==> config.mk <==
export PLATFORM = sky130hd
export DESIGN_NAME = xsf_ram
export DESIGN_NICKNAME = d
export VERILOG_FILES = /design/src/hw/rtl/xsf_ram.sv
export SDC_FILE = /design/constraint.sdc
export NUM_CORES = 2
export LEC_CHECK = 0
export BUFFER_PORTS_ARGS = -buffer_cell sky130_fd_sc_hd__buf_2
export CAP_MARGIN = 20
export CORE_AREA = 2 2 403 405
export CTS_BUF_LIST = sky130_fd_sc_hd__clkbuf_4 sky130_fd_sc_hd__clkbuf_8
export DETAILED_ROUTE_END_ITERATION = 10
export DIE_AREA = 0 0 405 407
export HOLD_SLACK_MARGIN = 0.12
export PLACE_DENSITY = 0.68
export SYNTH_ARGS = -nofsm -noshare
export SYNTH_HDL_FRONTEND = slang
export SYNTH_SLANG_ARGS = --single-unit
==> constraint.sdc <==
create_clock -name clk -period 4.3 [get_ports clk]
set_input_delay 0.215 -clock clk [delete_from_list [all_inputs] [get_ports clk]]
set_output_delay 0.215 -clock clk [all_outputs]
set_load 0.01 [all_outputs]
==> src/hw/rtl/xsf_ram.sv <==
`timescale 1ns / 1ps
`default_nettype none

module xsf_ram #(
	parameter int WIDTH = 64,
	parameter int DEPTH = 32
) (
	input  logic                       clk,
	input  logic                       we,
	input  logic [$clog2(DEPTH)-1:0]   waddr,
	input  logic [WIDTH-1:0]           wdata,
	input  logic                       re,
	input  logic [$clog2(DEPTH)-1:0]   raddr,
	output logic [WIDTH-1:0]           rdata
);

	logic [WIDTH-1:0] mem [DEPTH];

	// Read returns the old word when the same entry is written at the same edge.
	always_ff @(posedge clk) begin
		if (we) begin
			mem[waddr] <= wdata;
		end
		if (re) begin
			rdata <= mem[raddr];
		end
	end

endmodule

`default_nettype wire

==> flow_summary.toml <==
[run_status]
status = "finished, final reports clean"

[global_route]
grt_use_met1_pct = 34.7
antenna_found_initial = 13
gr-usage-met2_pct = 36.4
grt_pass1_vias = 37603
busiest_layer = "met2"
grt_pass1_wl_um = 270000
gr-total-overflow = 0
grt_max_degree = 90
grt_usage_pct = 23.4
use_met3_pct = 4.45

[timing]
rsz0062_at_grt = "no"
max_slew_margin_pct = 31.3
final_max_slew_viol_count = 0
setup_viol = 0
worstMarginPinSlew_ns = 1.03
holdWs_ns = 0.229
tns_ns = 0
hold_violations = 0
period_needed_ns = 2.89
finClkSkew_ns = 0.0642
min_period_over_period_pct = 67.3
fmax_ghz = 0.346

[critical_path]
crit_type = "input pin to flip-flop"
required_ns = 5.00
r2r-end = "rdata[46]$_DFFE_PP_"
crit_slowest_cell = "dlygate4sd3_1"
cp_num_cells = 6
cp_slowest_stage_delay_ns = 0.79
r2r_cells = 5
crit_fanout = 11
reg2reg_from = "mem[15][46]$_DFFE_PP_"
cp_common_cell = "dlygate4sd3_1"
worstPathCellList = "dlygate4sd3_1 -> buf_2 -> or3b_2 -> dlygate4sd3_1 -> nor2_4 -> dlygate4sd3_1"
path_buf_inv = 4
r2r_slack_ns = 2.07
worstSetupStartpointType = "input pin"
critPathCaptureType = "flip-flop"
crit_family = "buffers and inverters"
cp.arrival_ns = 3.59
cp-startpoint = "waddr[1]"

[die]
core_um2 = 160000
io_pins = 141
num_rows = 147
initial_core_util_pct = 49.7
dieArea_um2 = 165000
die_w_um = 405
die_h_um = 407

[synthesis]
syn_area_um2 = 79600
synth_fp_nets = 3174
syn_inst = 3097
avgSynthCellArea_um2 = 25.7
ys_ff_latch = 2112
synth.largest_area_cell = "edfxtp_1"
synthDistinctLibCells = 30
synth-seq-area-share_pct = 79.7
yosysWarnings = 0
ys_top_cells_by_area = "edfxtp_1 80%, mux4_2 17%, mux2_2 1.0%"
netlist.area_leader.share_pct = 79.7

[cts]
clockRootBuffer = "clkbuf_8"
h-tree-depth = 5
path_clk_slew_ns = 0.06
cts_made_buffers = 338
clk_path_buf_depth = 4
cts_tree = "yes"
worstSkewPairLatency_ns = 1.04
clock_sinks = 2112

[min_path]
hold_depth = 2
hp-class = "input pin to flip-flop"
min_from = "wdata[11]"
worstHoldEndpoint = "mem[10][11]$_DFFE_PP_"

[routing]
drtAntennaViolNets = 0
drcViolationCount = 0
wl_um = 191000
route.vias.total = 37035
avgViaCountPerCell = 6.18
wl_per_cell_um = 31.8
drtIter0Drc = 5328
drt-pass1-iter-count = 5

[cells_and_area]
final_net_count = 3676
area_growth_pct = 14.2
drive_above_1_share_pct = 37.4

[placed_design]
portBuffers = 140
place_hpwl_um = 84600
place_congestion = 0.715

[power_and_ir_drop]
ir_drop_mv = 0.368
power_leakage_nw = 28.4
power_density_nw_per_um2 = 454

[flow_run]
max_cap_violations = 0
per-layer routing:
metal,vias to the layer above,wire length [um]
met3,263,17900
li1,14600,-
met4,12,3100
met2,1984,91400
met5,-,69
met1,20176,78200
cell usage after synthesis:
cell	instances
mux2_2	74
nor2b_1	4
o2bb2ai_1	3
mux2i_1	38
nand3b_1	5
nand3_1	2
and2_0	1
buf_4	14
mux4_2	602
o221ai_1	3
a22o_1	1
o22ai_1	10
buf_1	19
or3b_2	2
clkbuf_1	55
o211ai_1	3
nand2_1	3
a211oi_1	3
o21ai_0	9
o31a_1	3
or3_1	1
buf_2	65
a22oi_1	3
a221oi_1	12
edfxtp_1	2112
and2_1	3
inv_2	1
nand2b_1	2
nor2_1	41
buf_6	3
power breakdown:
| part | internal (mW) | switching [mW] | leakage (nW) |
|---|---|---|---|
| clock network | 8.61 | 7.52 | 3.28 |
| registers | 23.0 | 0.100 | 19.1 |
| logic | 0.908 | 1.11 | 6.09 |
| total | 32.5 | 8.73 | 28.4 |
sequential cells by signal (all words and copies together), names as in the netlist:
| signal | cells |
|---|---|
| mem | 2048 |
| rdata | 64 |
cell families after synthesis:
kind of cell	after synthesis	synth area share [%]
flops	2112	79.7
mux	714	18.6
buf+inv	157	0.937
simple gates	64	0.376
compound gates	50	0.462
final cells by class:
class	instances	area, um2
repair buffers	318	2860
clock buffers	435	5420
fillers	11436	69300
flip-flops and latches	2112	63400
multi-input cells	828	15700
diodes	2	5.00
well taps	2160	2700
inverters	1	3.75
clock inverters	141	795
through the flow:
stage	util [%]	cells	area [um2]	worst slack [ns]	total power [mW]
after floorplan	-	3097	79600	0.263	24.7
after global placement	52.3	5338	83900	1.44	25.4
after global routing	56.7	5997	90900	1.41	42.5
final	56.7	5997	90900	1.41	41.2
after CTS	56.7	5995	90900	1.50	41.6
after detailed placement	52.3	5338	83900	1.41	25.5
worst max path at each step:
stage,slack [ns],endpoint
3_5_place_dp,1.41,rdata[48]$_DFFE_PP_
4_1_cts,1.50,mem[28][31]$_DFFE_PP_
2_1_floorplan,0.26,mem[12][0]$_DFFE_PP_
6_report,1.41,mem[28][31]$_DFFE_PP_
3_3_place_gp,1.44,rdata[55]$_DFFE_PP_
5_1_grt,1.41,mem[28][31]$_DFFE_PP_
what timing repair did:
item / in CTS / in global routing
hold buffers: 81 / 0
resized for setup: 0 / 0
setup buffers: 0 / 0
hold endpoints to repair: 2238 / 0
placed cells by master, fill, tap and decap left out, types with 38 or more instances in the layout:
cell	instances
mux2_2	74
buf_2	134
buf_12	46
mux4_2	602
clkbuf_8	344
mux2i_1	38
dlygate4sd3_1	81
buf_4	52
edfxtp_1	2112
clkinv_1	91
clkbuf_4	91
worst register-to-register path: stages, from the launching register on:
cell	delay, ns
edfxtp_1	0.37
mux4_2	0.47
a221oi_1	0.29
o21ai_0	0.12
dlygate4sd3_1	0.57
and2_1	0.16
Power figures use the tool's default switching activity.
